[config.mk]
export PLATFORM = sky130hd
export DESIGN_NAME = ibwt_symtab
export DESIGN_NICKNAME = d
export VERILOG_FILES = /design/src/rtl/core/ibwt_pkg.sv /design/src/rtl/core/ibwt_ram.sv /design/src/rtl/core/ibwt_symtab.sv
export VERILOG_INCLUDE_DIRS = /design/src /design/src/rtl/core
export SDC_FILE = /design/constraint.sdc
export NUM_CORES = 2
export LEC_CHECK = 0
export BUFFER_PORTS_ARGS = -buffer_cell sky130_fd_sc_hd__buf_2
export CAP_MARGIN = 20
export CELL_PAD_IN_SITES_DETAIL_PLACEMENT = 0
export CELL_PAD_IN_SITES_GLOBAL_PLACEMENT = 1
export CORE_MARGIN = 3
export CORE_UTILIZATION = 56
export CTS_CLUSTER_SIZE = 8
export DETAILED_ROUTE_END_ITERATION = 8
export PLACE_DENSITY = 0.8
export SLEW_MARGIN = 20
export SYNTH_ARGS = -nofsm -noshare
export SYNTH_HDL_FRONTEND = slang
export SYNTH_SLANG_ARGS = --single-unit
[constraint.sdc]
create_clock -name clk_i -period 4.3 [get_ports clk_i]
set_input_delay 1.29 -clock clk_i [delete_from_list [all_inputs] [get_ports clk_i]]
set_output_delay 1.29 -clock clk_i [all_outputs]
set_load 0.01 [all_outputs]
[src/rtl/core/assert_macros.svh]
// Assertion macros shared by the decoder RTL.
// Each macro expands to one labeled concurrent assertion, clocked and reset-qualified.
`ifndef ASSERT_MACROS_SVH
`define ASSERT_MACROS_SVH

// Property must hold at every rising edge outside reset.
`define ASSERT_CLK(label, clk, rst_n, prop, msg) \
  label: assert property (@(posedge clk) disable iff (!rst_n) prop) else $error(msg);

// Condition must never be true at a rising edge outside reset.
`define ASSERT_NEVER(label, clk, rst_n, cond, msg) \
  label: assert property (@(posedge clk) disable iff (!rst_n) !(cond)) else $error(msg);

`endif

[src/rtl/core/ibwt_pkg.sv]
`timescale 1ns / 1ps
// Shared types and constants of the inverse BWT decoder.
// Depends on nothing; used by ibwt_symtab, ibwt_ctrl and inverse_bwt_decoder.
package ibwt_pkg;

  localparam int unsigned BlockMaxDefault = 4096;
  localparam int unsigned SymbolsDefault  = 256;
  localparam int unsigned ByteW           = 8;
  localparam int unsigned PosW            = 12;

  typedef enum logic {
    OP_LOAD    = 1'b0,
    OP_REQUEST = 1'b1
  } op_e;

  typedef enum logic [1:0] {
    STATUS_OK        = 2'd0,
    STATUS_NO_BLOCK  = 2'd1,
    STATUS_BAD_INDEX = 2'd2
  } status_e;

  typedef enum logic [1:0] {
    PH_LOADING  = 2'd0,
    PH_DECODING = 2'd1,
    PH_FINISHED = 2'd2
  } phase_e;

  typedef struct packed {
    logic wr_en;
    logic clear_all;
  } symtab_ctl_t;

endpackage

[src/rtl/core/ibwt_ram.sv]
`timescale 1ns / 1ps
// Generic single-write, single-read synchronous RAM with registered read data.
// Depends on nothing.
module ibwt_ram #(
  parameter int unsigned Width = 8,
  parameter int unsigned Depth = 256,
  localparam int unsigned AddrW = (Depth > 1) ? $clog2(Depth) : 1
) (
  input  logic             clk_i,
  input  logic             we_i,
  input  logic [AddrW-1:0] waddr_i,
  input  logic [Width-1:0] wdata_i,
  input  logic [AddrW-1:0] raddr_i,
  output logic [Width-1:0] rdata_o
);

  logic [Width-1:0] mem_q [Depth];
  logic [Width-1:0] rdata_q;

  always_ff @(posedge clk_i) begin
    if (we_i) begin
      mem_q[waddr_i] <= wdata_i;
    end
    rdata_q <= mem_q[raddr_i];
  end

  assign rdata_o = rdata_q;

endmodule

[src/rtl/core/ibwt_symtab.sv]
`timescale 1ns / 1ps
// Per-symbol table holding counts while loading and symbol starts while decoding.
// Depends on ibwt_pkg, ibwt_ram and assert_macros.svh.
`include "assert_macros.svh"
module ibwt_symtab import ibwt_pkg::*; #(
  parameter int unsigned SYMBOLS = SymbolsDefault,
  parameter int unsigned CntW = 13,
  localparam int unsigned SymW = $clog2(SYMBOLS)
) (
  input  logic            clk_i,
  input  logic            rst_ni,
  input  symtab_ctl_t     ctl_i,
  input  logic [SymW-1:0] waddr_i,
  input  logic [CntW-1:0] wdata_i,
  input  logic [SymW-1:0] raddr_i,
  output logic [CntW-1:0] rdata_o
);

  logic [SYMBOLS-1:0] valid_q;
  logic [SymW-1:0]    raddr_q;
  logic [CntW-1:0]    ram_rdata;

  ibwt_ram #(
    .Width(CntW),
    .Depth(SYMBOLS)
  ) u_ram (
    .clk_i  (clk_i),
    .we_i   (ctl_i.wr_en),
    .waddr_i(waddr_i),
    .wdata_i(wdata_i),
    .raddr_i(raddr_i),
    .rdata_o(ram_rdata)
  );

  // An entry never written since the last clear reads as zero.
  always_ff @(posedge clk_i or negedge rst_ni) begin
    if (!rst_ni) begin
      valid_q <= '0;
    end else if (ctl_i.clear_all) begin
      valid_q <= '0;
    end else if (ctl_i.wr_en) begin
      valid_q[waddr_i] <= 1'b1;
    end
  end

  always_ff @(posedge clk_i) begin
    raddr_q <= raddr_i;
  end

  assign rdata_o = valid_q[raddr_q] ? ram_rdata : '0;

  `ASSERT_NEVER(a_clear_with_write, clk_i, rst_ni, ctl_i.clear_all && ctl_i.wr_en,
                "symbol table cleared and written in the same cycle")

endmodule

---- After elaboration in Yosys (flattened, before gate mapping) ----
Memory sizes are Yosys's and may differ from the RTL's. A register that Yosys moved wholly into a read port is not among the register bits.
Index checks and enable logic that the tools add are counted.
word-level totals
  memories kept ........................... 1
  bits in writable memories ............... 3328
  input port bits ......................... 33
  word-level logic and storage cells ...... 18
  bits in latches ......................... 0
  bits in read-only memories .............. 0
  register bits after elaboration ......... 264
operators by class
  divide/modulo/power cells ............... 0
  equal/unequal tests ..................... 0
  shift-type cells ........................ 0
  add/subtract/negate cells ............... 0
  order comparisons ....................... 3
  bitwise operators ....................... 1
  muxes and demuxes ....................... 9
  multipliers ............................. 0
  reductions and logical operators ........ 2
memory list
  name         depth  bits a word  rd ports  clocked after memory_dff  wr ports  RTL line        source
  u_ram.mem_q  256    13           1         1                         1         ibwt_ram.sv:17  logic [Width-1:0] mem_q [Depth];
operators by type and width
  cell                                                                    count
  256-bit two-way mux                                                     2
  256-bit bitwise OR                                                      1
  8-bit by 9-bit < comparator with 1-bit output (second input constant)   2
  13-bit two-way mux                                                      1
  1-bit binary-select mux with 8-bit select                               1
  1-bit demux with 8-bit select                                           1
  8-bit by 1-bit >= comparator with 1-bit output (second input constant)  1
  1-bit two-way mux                                                       4
  2-bit nonzero test                                                      1
  1-bit logical AND                                                       1

---- Longest topological paths before layout ----
  depth after elaboration ................. 7
  gate-level depth with buffers ........... 11

---- Cells and area by module ----
From an unflattened synthesis, not the netlist that was laid out.
second synthesis, totals
  cell total of the unflattened synthesis .. 6855
  area total of the unflattened synthesis .. 140235.7 um^2
by module, submodules not included
  module       seq. area each (um^2)  times used  cells each  area an instance (um^2)
  ibwt_ram     100196.1               1           5729        128384.4
  ibwt_symtab  6566.3                 1           1126        11851.4

---- Worst setup path after synthesis ----
No wires, ideal clock.
  path kind ............................... reg-to-output
  from .................................... register raddr_q[0]
  to ...................................... output port rdata_o[10]
  required time ........................... 3.010 ns
  data arrival time ....................... 2.571 ns
  setup slack ............................. 0.439 ns
  stages on the path, launching flop included .. 10
  cells stage by stage .................... dfxtp_1 > buf_6 > buf_2 > buf_2 > mux4_2 > mux2i_1 > a22oi_1 > a21boi_0 > clkbuf_1 > o221ai_1
on the way
  word-level cells in the longest chain between the ends .. 3
RTL lines
  element                                    RTL line           source
  start, declared                            ibwt_symtab.sv:20  logic [SymW-1:0] raddr_q;
  start signal, assigned                     ibwt_symtab.sv:47  raddr_q <= raddr_i;
  1-bit binary-select mux with 8-bit select  ibwt_symtab.sv:50  assign rdata_o = valid_q[raddr_q] ? ram_rdata : '0;
  1-bit two-way mux (not written as such)    ibwt_symtab.sv:50
  13-bit two-way mux                         ibwt_symtab.sv:50
  end, declared                              ibwt_symtab.sv:16  output logic [CntW-1:0] rdata_o
No other way between the ends. The select of a mux whose other input is x is not followed.

---- Worst setup path after layout ----
  from .................................... register raddr_q[0]
  to ...................................... output port rdata_o[11]
The elaborated chain is that of the path after synthesis.

==> flow_summary_export.csv <==
group,metric,value,unit
run_status,outcome,"finished with violations",
run_status,failed_checks,"negative setup slack",
sta,slew_headroom,20.22,%
logic_synthesis,synth_area,0.1390,sq mm
floorplanning,die-area,0.2543,sq mm
logic_synthesis,synth_edf_count,3328,
clock_tree,insertion_delay,0.95,ns
finish,syn_to_final_growth,17.13,%
logic_synthesis,synthSimpleGateAreaFrac,2.723,%
placement,finalWeightedCongestion,0.8563,
logic_synthesis,ys_types,48,
worst_setup_path,crit_required,3.01,ns
logic_synthesis,syn_inst,6391,
clock_tree,cts_buffers,533,
worst_setup_path,worstSetupPathType,"reg -> out",
worst_setup_path,critPathLaunchType,"register",
global_route,grt_overflow_total,0,
finish,fin_nets,7277,
logic_synthesis,syn_nets,6424,
logic_synthesis,ys.flop_type,"edfxtp_1",
finish,seq_area,0.1068,sq mm
logic_synthesis,synth_compound_area_share,1.460,%
sta,setup_tns,-8.621,ns
logic_synthesis,seq_area_frac_synth,76.78,%
finish,multi_input_area,0.03074,sq mm
finish,fin_area,0.1629,sq mm
logic_synthesis,avgSynthCellArea,21.76,sq um
worst_setup_path,worst-r2r-cell-count,5,
floorplanning,fp.dieW,504.3,microns
worst_setup_path,end_kind,"output port",
placement,portBuffers,45,
sta,min_period_over_period,115.8,%
sta,min_period,4.978,ns
worst_setup_path,cp_data_arrival_time,3.69,ns
logic_synthesis,muxShareOfSynthArea,17.77,%
power,vdd_drop_max,469.8,uV
global_route,antenna_found_initial,26,
clock_tree,cts_root_buffer,"clkbuf_16",
routing,routedWlPerCell,34.21,microns
routing,drc,0,
sta,finalHoldViolations,0,
routing,postRouteAntennaNets,0,
sta,setup_viol,13,
clock_tree,path_clk_slew,0.05,ns
routing,wl,369300,microns
global_route,track_usage,29.16,%
routing,drt_iter0_markers,9677,
placement,hpwlAfterDp,211900,microns
routing,drt-vias-per-instance,6.627,
routing,num_vias,71540,
job,maxCapViolCount,0,
global_route,grt_pass1_wl,532200,microns
placement,dpl_cell_area,0.1476,sq mm
logic_synthesis,async_flop_share,7.101,%
clock_tree,clk_path_buf_depth,4,
sta,finClkSkew,0.06657,ns
logic_synthesis,synthAdderAreaFrac,0,%
floorplanning,ios,46,
finish,fillers,15310,
worst_setup_path,reg2reg_slack,1.81,ns
floorplanning,rows,182,
logic_synthesis,yosys_warnings,0,
global_route,grt_max_degree,129,
clock_tree,cts.htree.levels,6,
logic_synthesis,synth.ff_latch_count,3605,
worst_setup_path,rr_endpoint,"u_ram.rdata_o[4]$_DFF_P_",
sta,final_max_slew_viol_count,0,
sta,rsz0062_at_grt,"true",
worst_setup_path,regToRegStartpoint,"u_ram.mem_q[82][4]$_DFFE_PP_",
logic_synthesis,synth_xor_area_share,0,%
floorplanning,core_area,0.2464,sq mm
placement,dp_slack,-0.4993,ns
worst_setup_path,path_max_fanout,9,
clock_tree,cts.sinks,3605,
routing,dr.pass1.iters,8,
sta,fmax,200.9,MHz
clock_tree,cts_tree,"built",
sta,worstMarginPinSlew,1.197,ns
floorplanning,die_h,504.3,microns
finish,drive_gt1_share,31.18,%
power,leakagePower,54.18,nW
global_route,first_global_vias,73220,
hold_path,min_path_type,"in -> async",
floorplanning,initial_core_util,56.43,%
logic_synthesis,synth_top_family_by_area,"multiplexers",
sta,worst_slack,-0.6782,ns
power,power-per-cell-area,487.4,mW/mm^2
## cells by family after synthesis
kind of cell,count (synthesis)
multiplexers,1219
flip-flops,3605
buffers and inverters,372
AND/OR/NAND/NOR,914
AO/OA/AOI/OAI,281
## layout by cell type, fill, tap and decap left out, types with 52 or more instances in the layout
master and instances:
dfrtp_1 256, buf_4 541, a21oi_1 52, a22oi_1 114, buf_12 93, clkbuf_16 546, mux2i_1 215, mux4_2 999
edfxtp_1 3328, nor2_1 736, o22ai_1 53, clkbuf_1 184
## through the flow
stage	std cells	utilization [%]	hold slack [ns]	power, mW
after global routing	10790	66.10	0.2895	81.43
after detailed placement	10000	59.92	0.4823	42.78
after global placement	10000	59.92	0.4712	42.71
final	10800	66.10	0.2869	79.37
after CTS	10770	66.01	0.2691	79.76
after floorplan	6391	-	0.4577	41.01
## how the worst max path moves through the flow
stage,start,endpoint,slack [ns],cells after the start
floorplan,raddr_q[0]$_DFF_P_,rdata_o[10],0.44,9
global placement,raddr_q[0]$_DFF_P_,rdata_o[9],-0.46,11
detailed placement,raddr_q[0]$_DFF_P_,rdata_o[10],-0.50,11
CTS,raddr_q[0]$_DFF_P_,rdata_o[6],-0.73,9
global route,raddr_q[0]$_DFF_P_,rdata_o[11],-0.77,10
finish,raddr_q[0]$_DFF_P_,rdata_o[11],-0.68,11
## area by class of cell
cell class	count	share of cell area, %
flip-flops and latches	3605	65.56
multi-input cells	2414	18.88
diodes	13	0.01998
repair buffers	686	3.949
clock buffers	730	8.814
inverters	4	0.009219
clock inverters	31	0.2243
well taps	3312	2.545
## metal layers
layer	vias up	track usage [%]	part of all wire, %
met5	-	0	0.0070
met4	4	13.87	5.2
met3	761	5.721	9.2
met2	4570	46.16	49
met1	38070	39.67	37
li1	28140	-	-
## flip-flops by register name (all words and copies together) (netlist names)
signal / cells
u_ram.mem_q: 3328
valid_q: 256
u_ram.rdata_o: 13
raddr_q: 8
## what timing repair did
item / 4_1_cts / 5_1_grt
gates cloned: 1 / 1
endpoints found under the setup margin: 13 / 13
pin swaps: 16 / 2
setup buffers: 6 / 10
hold buffers: 0 / 0
resized for setup: 41 / 12
## critical path: stages (launching register included)
cell	delay, ns
dfxtp_4	0.38
buf_12	0.13
buf_6	0.20
mux4_2	0.64
a22oi_1	0.26
nand2_1	0.09
o31a_1	0.36
o311ai_4	0.12
buf_12	0.18
buf_12	0.13
o221ai_2	0.09
buf_2	0.15
## power breakdown
part | total, mW | switching [mW] | internal, mW
logic | 3.61 | 2.17 | 1.44
clock network | 37.1 | 14.2 | 23.0
registers | 38.6 | 0.128 | 38.5
## synth_stat cells (all sizes together), types with 18 or more instances
cell type  count  area [sq um]
or4           27         202.7
dfxtp         21         420.4
nor2         738          2770
buf          205          1127
edfxtp      3328         99940
mux2i        218          2182
a22oi        114         855.8
o22ai         56         350.3
dfrtp        256          6406
mux4         999         22510
nand2         42         157.7
o21ba         30         300.3
clkbuf       163         611.8
nor2b         18         112.6
a21oi         53         265.3
nand3         32         160.2
Note: power is estimated with default switching activity, not from simulation.
