==> src/rtl/core/assert_macros.svh <==
// Assertion macros shared by the decoder RTL.
// Each macro expands to one labeled concurrent assertion, clocked and reset-qualified.
`ifndef ASSERT_MACROS_SVH
`define ASSERT_MACROS_SVH

// Property must hold at every rising edge outside reset.
`define ASSERT_CLK(label, clk, rst_n, prop, msg) \
  label: assert property (@(posedge clk) disable iff (!rst_n) prop) else $error(msg);

// Condition must never be true at a rising edge outside reset.
`define ASSERT_NEVER(label, clk, rst_n, cond, msg) \
  label: assert property (@(posedge clk) disable iff (!rst_n) !(cond)) else $error(msg);

`endif

==> src/rtl/core/ibwt_pkg.sv <==
`timescale 1ns / 1ps
// Shared types and constants of the inverse BWT decoder.
// Depends on nothing; used by ibwt_symtab, ibwt_ctrl and inverse_bwt_decoder.
package ibwt_pkg;

  localparam int unsigned BlockMaxDefault = 4096;
  localparam int unsigned SymbolsDefault  = 256;
  localparam int unsigned ByteW           = 8;
  localparam int unsigned PosW            = 12;

  typedef enum logic {
    OP_LOAD    = 1'b0,
    OP_REQUEST = 1'b1
  } op_e;

  typedef enum logic [1:0] {
    STATUS_OK        = 2'd0,
    STATUS_NO_BLOCK  = 2'd1,
    STATUS_BAD_INDEX = 2'd2
  } status_e;

  typedef enum logic [1:0] {
    PH_LOADING  = 2'd0,
    PH_DECODING = 2'd1,
    PH_FINISHED = 2'd2
  } phase_e;

  typedef struct packed {
    logic wr_en;
    logic clear_all;
  } symtab_ctl_t;

endpackage

==> src/rtl/core/ibwt_ctrl.sv <==
`timescale 1ns / 1ps
// Sequencer of the inverse BWT decoder: load, prefix-sum sweep and LF walk.
// Depends on ibwt_pkg and assert_macros.svh; drives the block RAM and symbol table.
`include "assert_macros.svh"
module ibwt_ctrl import ibwt_pkg::*; #(
  parameter int unsigned BLOCK_MAX = BlockMaxDefault,
  parameter int unsigned SYMBOLS = SymbolsDefault,
  localparam int unsigned RowW  = $clog2(BLOCK_MAX),
  localparam int unsigned LenW  = $clog2(BLOCK_MAX + 1),
  localparam int unsigned CntW  = LenW,
  localparam int unsigned SymW  = $clog2(SYMBOLS),
  localparam int unsigned DatW  = SymW + RowW
) (
  input  logic              clk_i,
  input  logic              rst_ni,
  input  logic              start_i,
  output logic              busy_o,
  input  logic              operation_i,
  input  logic [ByteW-1:0]  bwt_byte_i,
  input  logic [11:0]       primary_index_i,
  input  logic              last_byte_i,
  output logic              valid_o,
  output logic [ByteW-1:0]  out_byte_o,
  output logic [PosW-1:0]   out_position_o,
  output logic              block_done_o,
  output logic [1:0]        status_o,
  output logic              dat_we_o,
  output logic [RowW-1:0]   dat_waddr_o,
  output logic [DatW-1:0]   dat_wdata_o,
  output logic [RowW-1:0]   dat_raddr_o,
  input  logic [DatW-1:0]   dat_rdata_i,
  output symtab_ctl_t       sym_ctl_o,
  output logic [SymW-1:0]   sym_waddr_o,
  output logic [CntW-1:0]   sym_wdata_o,
  output logic [SymW-1:0]   sym_raddr_o,
  input  logic [CntW-1:0]   sym_rdata_i
);

  localparam int unsigned WalkW = (RowW > 12) ? RowW : 12;
  localparam int unsigned CmpW  = WalkW + 1;
  localparam int unsigned SwW   = $clog2(SYMBOLS + 1);

  typedef enum logic [4:0] {
    ST_IDLE      = 5'b00001,
    ST_LOAD      = 5'b00010,
    ST_SWEEP     = 5'b00100,
    ST_WALK_SYM  = 5'b01000,
    ST_WALK_NEXT = 5'b10000
  } state_e;

  state_e            state_q, state_d;
  phase_e            phase_q, phase_d;
  logic [LenW-1:0]   block_length_q, block_length_d;
  logic [LenW-1:0]   bytes_left_q, bytes_left_d;
  logic [WalkW-1:0]  walk_row_q, walk_row_d;
  logic              valid_q, valid_d;

  logic [SymW-1:0]   sym_q, sym_d;
  logic [RowW-1:0]   wr_row_q, wr_row_d;
  logic              store_q, store_d;
  logic              last_q, last_d;
  logic [RowW-1:0]   rank_q, rank_d;
  logic [SwW-1:0]    sweep_cnt_q, sweep_cnt_d;
  logic [CntW-1:0]   sum_q, sum_d;
  logic [PosW-1:0]   pend_pos_q, pend_pos_d;
  logic              pend_done_q, pend_done_d;
  logic [ByteW-1:0]  out_byte_q, out_byte_d;
  logic [PosW-1:0]   out_pos_q, out_pos_d;
  logic              out_done_q, out_done_d;
  status_e           status_q, status_d;

  logic              accept;
  logic [SymW-1:0]   in_sym;
  logic [SymW-1:0]   rd_sym;
  logic [RowW-1:0]   rd_rank;
  logic [CntW:0]     next_sum;
  logic [WalkW-1:0]  next_row;
  logic [WalkW-1:0]  walk_row_cur;
  logic [LenW-1:0]   len_base;
  logic              store_ok;
  logic              no_block;
  logic              bad_index;
  logic [LenW-1:0]   pos;

  assign busy_o = !(state_q == ST_IDLE || state_q == ST_WALK_NEXT);
  assign accept = start_i && !busy_o;

  assign in_sym = ({1'b0, bwt_byte_i} < 9'(SYMBOLS)) ? SymW'(bwt_byte_i)
                                                     : SymW'(SYMBOLS - 1);
  assign rd_sym  = dat_rdata_i[DatW-1:RowW];
  assign rd_rank = dat_rdata_i[RowW-1:0];

  assign next_sum     = {1'b0, sym_rdata_i} + (CntW + 1)'(rank_q);
  assign next_row     = (next_sum < (CntW + 1)'(block_length_q)) ? WalkW'(next_sum) : '0;
  assign walk_row_cur = (state_q == ST_WALK_NEXT) ? next_row : walk_row_q;

  assign len_base  = (phase_q != PH_LOADING) ? '0 : block_length_q;
  assign store_ok  = len_base < LenW'(BLOCK_MAX);
  assign no_block  = (phase_q != PH_DECODING) || (bytes_left_q == '0);
  assign bad_index = CmpW'(walk_row_cur) >= CmpW'(block_length_q);
  assign pos       = bytes_left_q - LenW'(1);

  assign dat_raddr_o = walk_row_cur[RowW-1:0];

  always_comb begin
    state_d        = state_q;
    phase_d        = phase_q;
    block_length_d = block_length_q;
    bytes_left_d   = bytes_left_q;
    walk_row_d     = walk_row_q;
    valid_d        = 1'b0;
    sym_d          = sym_q;
    wr_row_d       = wr_row_q;
    store_d        = store_q;
    last_d         = last_q;
    rank_d         = rank_q;
    sweep_cnt_d    = sweep_cnt_q;
    sum_d          = sum_q;
    pend_pos_d     = pend_pos_q;
    pend_done_d    = pend_done_q;
    out_byte_d     = out_byte_q;
    out_pos_d      = out_pos_q;
    out_done_d     = out_done_q;
    status_d       = status_q;

    dat_we_o    = 1'b0;
    dat_waddr_o = wr_row_q;
    dat_wdata_o = {sym_q, sym_rdata_i[RowW-1:0]};
    sym_ctl_o   = '0;
    sym_waddr_o = sym_q;
    sym_wdata_o = sym_rdata_i + CntW'(1);
    sym_raddr_o = in_sym;

    unique case (state_q)
      ST_IDLE: begin
      end
      ST_LOAD: begin
        if (store_q) begin
          dat_we_o        = 1'b1;
          sym_ctl_o.wr_en = 1'b1;
        end
        sweep_cnt_d = '0;
        sum_d       = '0;
        state_d     = last_q ? ST_SWEEP : ST_IDLE;
      end
      ST_SWEEP: begin
        sym_raddr_o = SymW'(sweep_cnt_q);
        if (sweep_cnt_q != '0) begin
          sym_ctl_o.wr_en = 1'b1;
          sym_waddr_o     = SymW'(sweep_cnt_q - SwW'(1));
          sym_wdata_o     = sum_q;
          sum_d           = sum_q + sym_rdata_i;
        end
        if (sweep_cnt_q == SwW'(SYMBOLS)) begin
          state_d = ST_IDLE;
        end else begin
          sweep_cnt_d = sweep_cnt_q + SwW'(1);
        end
      end
      ST_WALK_SYM: begin
        sym_raddr_o = rd_sym;
        rank_d      = rd_rank;
        valid_d     = 1'b1;
        out_byte_d  = ByteW'(rd_sym);
        out_pos_d   = pend_pos_q;
        out_done_d  = pend_done_q;
        status_d    = STATUS_OK;
        state_d     = ST_WALK_NEXT;
      end
      ST_WALK_NEXT: begin
        walk_row_d = next_row;
        state_d    = ST_IDLE;
      end
      default: begin
        state_d = ST_IDLE;
      end
    endcase

    if (accept) begin
      if (operation_i == OP_LOAD) begin
        if (phase_q != PH_LOADING) begin
          sym_ctl_o.clear_all = 1'b1;
        end
        block_length_d = len_base + LenW'(store_ok);
        store_d        = store_ok;
        wr_row_d       = RowW'(len_base);
        sym_d          = in_sym;
        last_d         = last_byte_i;
        state_d        = ST_LOAD;
        if (last_byte_i) begin
          phase_d      = PH_DECODING;
          walk_row_d   = WalkW'(primary_index_i);
          bytes_left_d = len_base + LenW'(store_ok);
        end else begin
          phase_d = PH_LOADING;
        end
      end else if (no_block) begin
        valid_d    = 1'b1;
        out_byte_d = '0;
        out_pos_d  = '0;
        out_done_d = 1'b0;
        status_d   = STATUS_NO_BLOCK;
      end else if (bad_index) begin
        valid_d    = 1'b1;
        out_byte_d = '0;
        out_pos_d  = '0;
        out_done_d = 1'b0;
        status_d   = STATUS_BAD_INDEX;
        phase_d    = PH_FINISHED;
      end else begin
        bytes_left_d = pos;
        pend_pos_d   = PosW'(pos);
        pend_done_d  = (pos == '0);
        if (pos == '0) begin
          phase_d = PH_FINISHED;
        end
        state_d = ST_WALK_SYM;
      end
    end
  end

  always_ff @(posedge clk_i or negedge rst_ni) begin
    if (!rst_ni) begin
      state_q        <= ST_IDLE;
      phase_q        <= PH_LOADING;
      block_length_q <= '0;
      bytes_left_q   <= '0;
      walk_row_q     <= '0;
      valid_q        <= 1'b0;
    end else begin
      state_q        <= state_d;
      phase_q        <= phase_d;
      block_length_q <= block_length_d;
      bytes_left_q   <= bytes_left_d;
      walk_row_q     <= walk_row_d;
      valid_q        <= valid_d;
    end
  end

  always_ff @(posedge clk_i) begin
    sym_q       <= sym_d;
    wr_row_q    <= wr_row_d;
    store_q     <= store_d;
    last_q      <= last_d;
    rank_q      <= rank_d;
    sweep_cnt_q <= sweep_cnt_d;
    sum_q       <= sum_d;
    pend_pos_q  <= pend_pos_d;
    pend_done_q <= pend_done_d;
    out_byte_q  <= out_byte_d;
    out_pos_q   <= out_pos_d;
    out_done_q  <= out_done_d;
    status_q    <= status_d;
  end

  assign valid_o        = valid_q;
  assign out_byte_o     = out_byte_q;
  assign out_position_o = out_pos_q;
  assign block_done_o   = out_done_q;
  assign status_o       = status_q;

  `ASSERT_CLK(a_walk_gives_word, clk_i, rst_ni,
              state_q == ST_WALK_SYM |=> valid_q && status_q == STATUS_OK,
              "walk step did not deliver a good word")
  `ASSERT_CLK(a_sweep_quiet, clk_i, rst_ni,
              state_q == ST_SWEEP |-> !valid_q && phase_q == PH_DECODING,
              "sweep overlaps a result or runs outside decoding")
  `ASSERT_CLK(a_bytes_within_block, clk_i, rst_ni,
              phase_q == PH_DECODING |-> bytes_left_q <= block_length_q,
              "more bytes left than the block holds")
  `ASSERT_CLK(a_length_bound, clk_i, rst_ni,
              block_length_q <= LenW'(BLOCK_MAX),
              "block length beyond capacity")

endmodule

==> config.mk <==
export PLATFORM = sky130hd
export DESIGN_NAME = ibwt_ctrl
export DESIGN_NICKNAME = d
export VERILOG_FILES = /design/src/rtl/core/ibwt_pkg.sv /design/src/rtl/core/ibwt_ctrl.sv
export VERILOG_INCLUDE_DIRS = /design/src /design/src/rtl/core
export SDC_FILE = /design/constraint.sdc
export NUM_CORES = 1
export LEC_CHECK = 0
export BUFFER_PORTS_ARGS = -buffer_cell sky130_fd_sc_hd__buf_2
export CAP_MARGIN = 40
export CORE_ASPECT_RATIO = 1.1
export CORE_MARGIN = 1.5
export CORE_UTILIZATION = 25
export CTS_CLUSTER_SIZE = 16
export DETAILED_ROUTE_END_ITERATION = 10
export PLACE_DENSITY = 0.45
export SYNTH_ARGS = -nofsm -noshare
export SYNTH_HDL_FRONTEND = slang
export SYNTH_SLANG_ARGS = --single-unit
==> constraint.sdc <==
create_clock -name clk_i -period 7.69 [get_ports clk_i]
set_clock_uncertainty 0.15 [all_clocks]
set_input_delay 1.538 -clock clk_i [delete_from_list [all_inputs] [get_ports clk_i]]
set_output_delay 1.538 -clock clk_i [all_outputs]
set_load 0.02 [all_outputs]
# Word level (Yosys, flattened, before mapping)
# Index checks and enable logic that the tools add are counted.
[totals]
out_inout_bits = 101
input_bits = 58
reg_bits = 138
word_cells = 123
[classes]
n_bitwise = 3
n_lt_le_gt_ge = 3
n_eq_ne = 12
n_mux = 63
n_reduce_logical = 16
add_sub_neg = 7
[op_table]
columns = ["op", "n"]
rows = [
  ["$mux W12", 10],
  ["$mux W13", 8],
  ["$mux W8", 7],
  ["$logic_not A13 Y1", 2],
  ["$pmux W13 S2", 1],
  ["$mux W5", 5],
  ["$pmux W5 S4", 1],
  ["$mux W2", 9],
  ["$pmux W9 S2", 1],
  ["$mux W1", 17],
  ["$pmux W8 S2", 1],
  ["$add A13 B12 Y14", 1],
  ["$lt A14 B13 Y1", 1],
  ["$add A13 B1 Y13", 1],
  ["$add A13 B1 Y13 const B", 1],
  ["$add A13 B13 Y13", 1],
  ["$ge A12 B13 Y1", 1],
  ["$lt A13 B13 Y1 const B", 1],
  ["$sub A13 B1 Y13 const B", 1],
  ["$add A9 B1 Y9 const B", 1],
  ["$eq A9 B9 Y1 const B", 1],
  ["$mux W9", 1],
  ["$reduce_bool A9 Y1", 1],
  ["$ne A2 B2 Y1 const B", 4],
  ["other kinds (18)", 26],
]

# Depth between registers and ports, before layout
# Gate-level depths: netlist of run 1.
[logic_depth]
ltp_word = 9
mapped_depth = 27
mapped_depth_nobuf = 25

# Least setup slack after synthesis of run 1
# OpenSTA, ideal clock, no wires.
[synth_path]
path_type = "input-to-reg"
start = "input sym_rdata_i[0]"
end = "register pend_done_q (enable)"
setup_time_ns = 0.402
stages = 24
arrival_ns = 6.554
t_required_ns = 7.138
path_buffers = 1
slack_ns = 0.584
cell_sequence = "ha_1 > inv_1 > fa_1 > nand2b_1 > a21oi_1 > a31oi_1 > o21ba_2 > o21ai_0 > a21oi_1 > xnor2_1 > ha_1 > nor2b_1 > a2111oi_2 > o211ai_1 > a21oi_2 > buf_6 > a22o_4 > ha_1 > a211oi_1 > o211ai_1 > a41o_1 > nand2_1 > a21oi_1 > nor3b_1"
[synth_between]
elab_chain_cells = 7
[synth_rtl]
columns = ["item", "line", "rtl"]
rows = [
  ["from (decl)", "ibwt_ctrl.sv:36", "input logic [CntW-1:0] sym_rdata_i"],
  ["$add A13 B12 Y14 (*)", "ibwt_ctrl.sv:93", "assign next_sum = {1'b0, sym_rdata_i} + (CntW + 1)'(rank_q);"],
  ["$lt A14 B13 Y1", "ibwt_ctrl.sv:94", "assign next_row = (next_sum < (CntW + 1)'(block_length_q)) ? WalkW'(next_sum) : '0;"],
  ["$mux W12 (*)", "ibwt_ctrl.sv:94", ""],
  ["$mux W12 (*)", "ibwt_ctrl.sv:95", "assign walk_row_cur = (state_q == ST_WALK_NEXT) ? next_row : walk_row_q;"],
  ["net dat_raddr_o[8]", "ibwt_ctrl.sv:30", "output logic [RowW-1:0] dat_raddr_o,"],
  ["$ge A12 B13 Y1 (*)", "ibwt_ctrl.sv:100", "assign bad_index = CmpW'(walk_row_cur) >= CmpW'(block_length_q);"],
  ["$not A1 Y1 (no source line) (*)", "n/a", ""],
  ["$reduce_and A4 Y1 (no source line) (*)", "n/a", ""],
  ["to (signal assigned)", "ibwt_ctrl.sv:249", "pend_done_q <= pend_done_d;"],
  ["to (decl)", "ibwt_ctrl.sv:66", "logic pend_done_q, pend_done_d;"],
]
# The timed path passes the listed nets; every way through them passes the cells marked *.
# A chain may end at the register's enable or synchronous reset.

# Worst setup path after layout of run 1
[layout_path]
start = "input sym_rdata_i[0]"
end = "output dat_raddr_o[5]"
[layout_between]
elab_chain_cells = 4
[layout_rtl]
columns = ["item", "line"]
rows = [
  ["$add A13 B12 Y14 (*)", "ibwt_ctrl.sv:93"],
  ["$lt A14 B13 Y1", "ibwt_ctrl.sv:94"],
  ["$mux W12 (*)", "ibwt_ctrl.sv:94"],
  ["$mux W12 (*)", "ibwt_ctrl.sv:95"],
  ["to (decl)", "ibwt_ctrl.sv:30"],
]
# Every way passes the cells marked *; elsewhere a longest branch is shown, timed or not.

==> results.rst, run 1 <==
.. list-table::
   :header-rows: 1

   * - Metric
     - Value
   * - First-pass GRT wire length
     - 38.7 mm
   * - Distinct cell type count after synthesis
     - 72
   * - Post-route DRC violation count
     - 0
   * - Area after DPL
     - 0.00967 mm^2
   * - Type of the tightest min-delay check
     - register to register
   * - Antenna cells
     - 0
   * - Number of DRC violations after detailed-routing iteration 0
     - 285
   * - Storage element area
     - 0.00368 mm^2
   * - Worst-path cell chain
     - buf_2, ha_1, inv_1, fa_1, nand2b_1, a21oi_1, a31oi_1, o21ba_2, o21ai_0, a21oi_1, xnor2_1, ha_1, nor2b_1, a2111oi_2, o211ai_1, a21oi_2, buf_4, a22o_1, buf_2
   * - Fin worst setup slack
     - 0.568 ns
   * - Highest Clock Rate
     - 140 MHz
   * - Final ANT Viol Nets
     - 0
   * - Final setup fails
     - 0
   * - Pre-CTS setup slack
     - 0.473 ns
   * - Die Y-Extent
     - 196 um
   * - Layout-stage area growth over the synthesis result
     - 21.5%
   * - Maximum vdd ir drop
     - 0.161 mV
   * - Max-cap violations
     - 0
   * - Final Cell Area
     - 0.0103 mm^2
   * - Total wire length after detailed routing
     - 25.5 mm
   * - Via count of the first global-routing pass
     - 6,801
   * - Fin. max-slew vios
     - 0
   * - Via count normalized by instance count
     - 4.62
   * - Clock network latency to the later pin of the worst-skew pair
     - 0.43 ns
   * - Max clock buf depth
     - 2
   * - I/O pin count
     - 159
   * - Top FF cell, synth
     - edfxtp_1
   * - Most area-consuming cells after synthesis
     - edfxtp_1 (24%), dfrtp_1 (13%), ha_1 (8.1%)
   * - Critical Path End Type
     - output port
   * - Post-DP HPWL
     - 19.7 mm
   * - Clock slew at the register clock pins of the worst setup and hold paths
     - 0.06 ns
   * - Type of origin of the critical path
     - primary input
   * - Gr usage total
     - 14.9%
   * - WS Path Type
     - primary input to output port
   * - Count of flip-flops with a built-in enable after synthesis
     - 69
   * - Routed wire per std cell
     - 17.3 um
   * - RSZ-0062 raised after global routing
     - false
   * - Initial Util
     - 25.4%
   * - Worst Max-Slew Pin Slew
     - 0.858 ns
   * - Rows
     - 70
   * - Total vias in the final route
     - 6,808
   * - Leftover overflow at the end of global routing
     - 0
   * - Initial antenna violation count
     - 0
   * - Net Count, Synth
     - 1,003
   * - Leakage
     - 4.34 nW
   * - Setup fix buffers added after clock tree synthesis
     - 0
   * - Share of final-layout standard cells stronger than drive strength 1
     - 24.0%
   * - 1st-pass router iterations
     - 4
   * - Run status
     - finished clean
   * - H-tree depth
     - 4
   * - Ys Warns
     - 0
   * - CP required
     - 6.00 ns
   * - Root buffer selected by CTS
     - clkbuf_16
   * - Syn Std Cell Area
     - 0.00846 mm^2
   * - Mapped Avg Cell Area
     - 9.53 um^2
   * - Number of nets in the layout
     - 1,143
   * - Horiz. Die Dim
     - 178 um
   * - Area of the multi-input gates
     - 0.00439 mm^2
   * - Endpoint arrival time on the critical path
     - 5.43 ns
   * - Slowest-stage cell, CP
     - fa_1
   * - Most common library cell in the layout ignoring fill and taps
     - buf_2
   * - Library cell occupying the most area in the post-synthesis netlist
     - edfxtp_1
   * - Seq/Total Area, Yosys
     - 43.5%
   * - Final hold vios
     - 0
   * - Pin count of the biggest net entering global routing
     - 47
   * - Full die area
     - 0.0350 mm^2
   * - Leading cell types in the layout, fill and taps excluded
     - buf_2 (158), nand2_1 (120), a21oi_1 (84), nor2_1 (74), edfxtp_1 (69)
   * - Cells after synthesis
     - 888
   * - Proportion of netlist area held by the largest area contributor
     - 24.5%
   * - Tcrit/Tclk final
     - 92.6%
   * - Core ar.
     - 0.0333 mm^2
   * - Flop and latch count out of synthesis
     - 138
   * - Hold_buf cts
     - 0
   * - Final worst path period need
     - 7.12 ns
   * - Max stage delay on crit path
     - 0.42 ns
   * - Pwr/cell area
     - 284 mW/mm^2
   * - Share of synthesized flip-flops with an asynchronous set or reset
     - 33.3%
   * - Setup TNS
     - 0 ns
   * - Worst slew margin relative to its limit
     - 42.6%
   * - Clock buffer count from CTS
     - 17
   * - Number of input and output port buffers inserted
     - 158
   * - Fillers
     - 3,533
   * - Placer congestion estimate
     - 0.795
   * - CTS tree
     - built
   * - Number of instances resized during post-cts repair
     - 0
   * - Sinks on the clock net
     - 138
   * - Critical Path Fanout Max
     - 9
## power by group
group | total [mW] | leakage, nW | internal (mW) | switching, mW
sequential | 1.07 | 1.39 | 0.925 | 0.143
clock | 0.881 | 0.304 | 0.533 | 0.348
combinational | 0.976 | 2.65 | 0.384 | 0.592
total | 2.93 | 4.34 | 1.84 | 1.08
## sequential cells by signal, indices dropped and copies added, names as in the netlist, 2 cells and up
register / cells
block_length_q: 13
bytes_left_q: 13
sum_q: 13
dat_waddr_o: 12
out_position_o: 12
pend_pos_q: 12
rank_q: 12
walk_row_q: 12
sweep_cnt_q: 9
out_byte_o: 8
sym_q: 8
state_q: 5
phase_q: 2
status_o: 2
## worst max-delay path, delay by kind of cell
| family | cells | cell delay [ns] |
|---|---|---|
| AOI/OAI and AO/OA | 9 | 1.90 |
| xor gates and xnor gates | 1 | 0.14 |
| adders and majority gates | 3 | 0.90 |
| buffers and inverters | 4 | 0.65 |
| and+or+nand+nor | 2 | 0.31 |
## synth_stat cells (4+ instances only)
cell and count:
nand2_1 120, a21oi_1 84, nor2_1 74, edfxtp_1 69, ha_1 55, dfrtp_1 45, inv_1 35, nand3_1 33
xnor2_1 32, o21ai_0 31, xor2_1 27, dfxtp_1 23, nor3_1 20, clkbuf_1 19, and3_1 15, buf_2 13
buf_4 13, mux2_2 13, a21o_1 11, a22o_4 9, nor2b_1 9, nor3b_1 9, o211ai_1 9, or3_1 9
and2_1 8, nand4_1 8, nor4_1 8, nand2b_1 6, o21ai_1 6, a211oi_1 5, o22ai_1 5, nand3b_1 4
## layer usage
| metal | global-route usage, % | vias to the layer above | part of all wire, % |
|---|---|---|---|
| met5 | 0 | - | 0 |
| met4 | 4.41 | 0 | 1.3 |
| met3 | 2.21 | 17 | 3.2 |
| met2 | 26.0 | 109 | 50 |
| met1 | 18.7 | 3245 | 45 |
| li1 | - | 3437 | - |
## per-stage QoR
step / hold WS, ns / cells / util [%] / power, mW
finish: 0.300 / 1473 / 30.9 / 2.93
global route: 0.323 / 1473 / 30.9 / 3.11
CTS: 0.305 / 1473 / 30.9 / 2.97
detailed placement: 0.297 / 1441 / 29.0 / 2.07
global placement: 0.292 / 1439 / 28.9 / 2.07
floorplan: 0.283 / 888 / - / 1.75
## path summary, 6_finish.rpt
kind	from	cells after the start	slack [ns]	endpoint
setup / recovery	sym_rdata_i[0]	19	0.57	dat_raddr_o[5]
hold / removal	out_position_o[5]	2	0.30	out_position_o[5]
setup reg to reg	rank_q[0]	26	1.85	bytes_left_q[5]
hold reg to reg	out_position_o[5]	2	0.30	out_position_o[5]
max in group asynchronous	rst_ni	2	5.88	walk_row_q[7]
min in group asynchronous	rst_ni	2	1.07	bytes_left_q[8]
## kinds of logic after synthesis
group | count (synthesis) | synth area share [%]
simple gates | 343 | 19.9
compound gates | 187 | 14.6
flops | 138 | 43.5
buf+inv | 85 | 4.72
xor+xnor | 60 | 6.30
fa+ha+maj | 57 | 8.60
mux | 18 | 2.35
## layout make-up
cell class                 count  share of cell area (%)
multi-input combinational    665                    42.6
sequential                   138                    35.8
timing repair buffer         170                    8.95
tap                          432                    5.25
clock buffer                  19                    4.42
clock inverter                13                    1.59
inverter                      36                    1.31
Power figures use the tool's default switching activity.
==> run 2: changes to the inputs <==
--- a/config.mk
+++ b/config.mk
@@ -10,10 +10,10 @@
 export CAP_MARGIN = 40
 export CORE_ASPECT_RATIO = 1.1
 export CORE_MARGIN = 1.5
-export CORE_UTILIZATION = 25
+export CORE_UTILIZATION = 49
 export CTS_CLUSTER_SIZE = 16
 export DETAILED_ROUTE_END_ITERATION = 10
-export PLACE_DENSITY = 0.45
+export PLACE_DENSITY = 0.75
 export SYNTH_ARGS = -nofsm -noshare
 export SYNTH_HDL_FRONTEND = slang
 export SYNTH_SLANG_ARGS = --single-unit
==> run 2 against run 1 <==
Effect of this change:
- worst hold slack gained 0.0026 ns
- setup slack lost 0.067 ns
- count of clock-buffer cells in the layout is the same
- sequential share of layout area grew 1.0 points
- via count grew 3.0%
- die area shrank 48%
- critical path type unchanged
- largest cell class unchanged
==> results.rst, run 2 (same netlist as run 1, synthesis figures left out) <==
.. list-table::
   :header-rows: 1

   * - Metric
     - Value
   * - Run status
     - finished clean (unchanged)
   * - Reg2reg end
     - valid_o (was bytes_left_q[5])
   * - Highest Clock Rate
     - 139 MHz (was 140 MHz)
   * - Worst Max-Slew Pin Slew
     - 0.868 ns (was 0.858 ns)
   * - Total vias in the final route
     - 7,014 (was 6,808)
   * - Type of origin of the critical path
     - primary input (unchanged)
   * - Worst r2r path cells
     - 24 (was 26)
   * - Routed wire per std cell
     - 16.7 um (was 17.3 um)
   * - Critical Path Start
     - sym_rdata_i[0] (unchanged)
   * - 1st-pass router iterations
     - 5 (was 4)
   * - Leakage
     - 4.31 nW (was 4.34 nW)
   * - Max clock buf depth
     - 2 (unchanged)
   * - Count of cells along the worst hold path
     - 2 (unchanged)
   * - Critical Path Fanout Max
     - 7 (was 9)
   * - Horiz. Die Dim
     - 128 um (was 178 um)
   * - Placer congestion estimate
     - 0.857 (was 0.795)
   * - Leading cell types in the layout, fill and taps excluded
     - buf_2 (158), nand2_1 (120), a21oi_1 (84), nor2_1 (74), edfxtp_1 (69) (unchanged)
   * - Clock network latency to the later pin of the worst-skew pair
     - 0.43 ns (about the same)
   * - Worst setup path end
     - dat_raddr_o[5] (unchanged)
   * - Share of final-layout standard cells stronger than drive strength 1
     - 23.9% (was 24.0%)
   * - Initial antenna violation count
     - 1 (was 0)
   * - Core ar.
     - 0.0170 mm^2 (was 0.0333 mm^2)
   * - Number of instances resized during post-cts repair
     - 0 (unchanged)
   * - Root buffer selected by CTS
     - clkbuf_16 (unchanged)
   * - Most common library cell in the layout ignoring fill and taps
     - buf_2 (unchanged)
   * - Endpoint arrival time on the critical path
     - 5.50 ns (was 5.43 ns)
   * - Die Y-Extent
     - 141 um (was 196 um)
   * - Gr usage total
     - 24.5% (was 14.9%)
   * - Number of nets in the layout
     - 1,141 (was 1,143)
   * - Number of input and output port buffers inserted
     - 158 (unchanged)
   * - Tcrit/Tclk final
     - 93.5% (was 92.6%)
   * - Hold_buf cts
     - 0 (unchanged)
   * - Clock slew at the register clock pins of the worst setup and hold paths
     - 0.06 ns (about the same)
   * - Final hold vios
     - 0 (unchanged)
   * - Reg-to-reg setup timing slack
     - 1.89 ns (was 1.85 ns)
   * - Initial Util
     - 49.9% (was 25.4%)
   * - Final worst path period need
     - 7.19 ns (was 7.12 ns)
   * - Max-cap violations
     - 0 (unchanged)
   * - Post-DP HPWL
     - 16.0 mm (was 19.7 mm)
   * - I/O pin count
     - 159 (unchanged)
   * - Final setup fails
     - 0 (unchanged)
   * - Fin. max-slew vios
     - 0 (unchanged)
   * - Worst reg2reg path startpoint
     - rank_q[0] (unchanged)
   * - Clock buffer count from CTS
     - 17 (unchanged)
   * - Setup TNS
     - 0 ns (unchanged)
   * - Rows
     - 50 (was 70)
   * - Pin count of the biggest net entering global routing
     - 47 (unchanged)
   * - Total power after layout
     - 2.85 mW (was 2.93 mW)
   * - Worst slew margin relative to its limit
     - 42.0% (was 42.6%)
   * - Critical Path End Type
     - output port (unchanged)
   * - Sinks on the clock net
     - 138 (unchanged)
   * - Type of the tightest min-delay check
     - register to register (unchanged)
   * - Pwr/cell area
     - 285 mW/mm^2 (was 284 mW/mm^2)
   * - H-tree depth
     - 4 (unchanged)
   * - Full die area
     - 0.0181 mm^2 (was 0.0350 mm^2)
   * - Leftover overflow at the end of global routing
     - 0 (unchanged)
   * - Via count of the first global-routing pass
     - 6,759 (was 6,801)
   * - Registers with the most flip-flops
     - block_length_q x13, bytes_left_q x13, sum_q x13 (unchanged)
   * - RSZ-0062 raised after global routing
     - false (unchanged)
   * - First-pass GRT wire length
     - 34.2 mm (was 38.7 mm)
   * - Final ANT Viol Nets
     - 0 (unchanged)
   * - CTS tree
     - built (unchanged)
   * - Layout-stage area growth over the synthesis result
     - 18.2% (was 21.5%)
   * - WS Path Type
     - primary input to output port (unchanged)
   * - Via count normalized by instance count
     - 5.51 (was 4.62)
   * - CP required
     - 6.00 ns (about the same)
   * - Number of DRC violations after detailed-routing iteration 0
     - 475 (was 285)
   * - Setup fix buffers added after clock tree synthesis
     - 0 (unchanged)
   * - Post-route DRC violation count
     - 0 (unchanged)
   * - Total wire length after detailed routing
     - 21.3 mm (was 25.5 mm)
   * - Maximum vdd ir drop
     - 0.195 mV (was 0.161 mV)
## run 2: cell count changes in the layout (fill, tap and decap cells not counted), sizes merged
cell | previous run | this run
clkinvlp | 1 | 4
buf | 170 | 168
inv | 41 | 39
bufinv | 3 | 2
diode | 0 | 1
## run 2: worst min path at each step
| stage | from | to | slack, ns |
|---|---|---|---|
| 6_report | out_byte_o[2] | out_byte_o[2] | 0.30 |
| 2_1_floorplan | last_q | state_q[2] | 0.28 |
| 5_1_grt | out_position_o[6] | out_position_o[6] | 0.33 |
| 4_1_cts | out_byte_o[2] | out_byte_o[2] | 0.30 |
| 3_3_place_gp | out_position_o[2] | out_position_o[2] | 0.29 |
| 3_5_place_dp | out_byte_o[2] | out_byte_o[2] | 0.29 |
## run 2: where the power goes
group	switching [mW]	internal [mW]	leakage (nW)
sequential	0.140	0.925	1.39
combinational	0.568	0.384	2.63
clock	0.321	0.516	0.290
total	1.03	1.83	4.31
## run 2: critical path, cell delays in order
cell,delay (ns)
buf_2,0.16
ha_1,0.20
inv_1,0.06
fa_1,0.41
nand2b_1,0.17
a21oi_1,0.24
a31oi_1,0.22
o21ba_2,0.24
o21ai_0,0.17
a21oi_1,0.10
xnor2_1,0.13
ha_1,0.28
nor2b_1,0.14
a2111oi_2,0.28
o211ai_1,0.16
a21oi_2,0.38
buf_4,0.25
a22o_1,0.18
buf_2,0.18
## run 2: area by class of cell
class | instances | area [um^2]
antenna | 1 | 2.50
multi-input combinational | 665 | 4380
tap | 234 | 293
fill | 1475 | 6950
timing repair buffer | 168 | 893
clock buffer | 19 | 475
clock inverter | 13 | 136
sequential | 138 | 3680
inverter | 36 | 135
## run 2: metal layers
metal | track usage (%) | up-vias | routed length (um)
met3 | 4.40 | 42 | 910
met5 | 0 | - | 0
met2 | 41.5 | 184 | 10600
met1 | 30.5 | 3348 | 9080
met4 | 10.8 | 0 | 666
li1 | - | 3440 | -
## run 2: metrics by stage
step / instances / worst slack [ns] / utilization (%) / cell area [um^2] / hold slack [ns]
after global routing: 1274 / 0.265 / 59.0 / 10000 / 0.327
after global placement: 1239 / 0.691 / 55.1 / 9340 / 0.292
after detailed placement: 1241 / 0.573 / 55.4 / 9390 / 0.295
final: 1274 / 0.501 / 59.0 / 10000 / 0.303
after CTS: 1273 / 0.550 / 59.0 / 10000 / 0.303
after floorplan: 888 / 0.584 / - / 8460 / 0.283
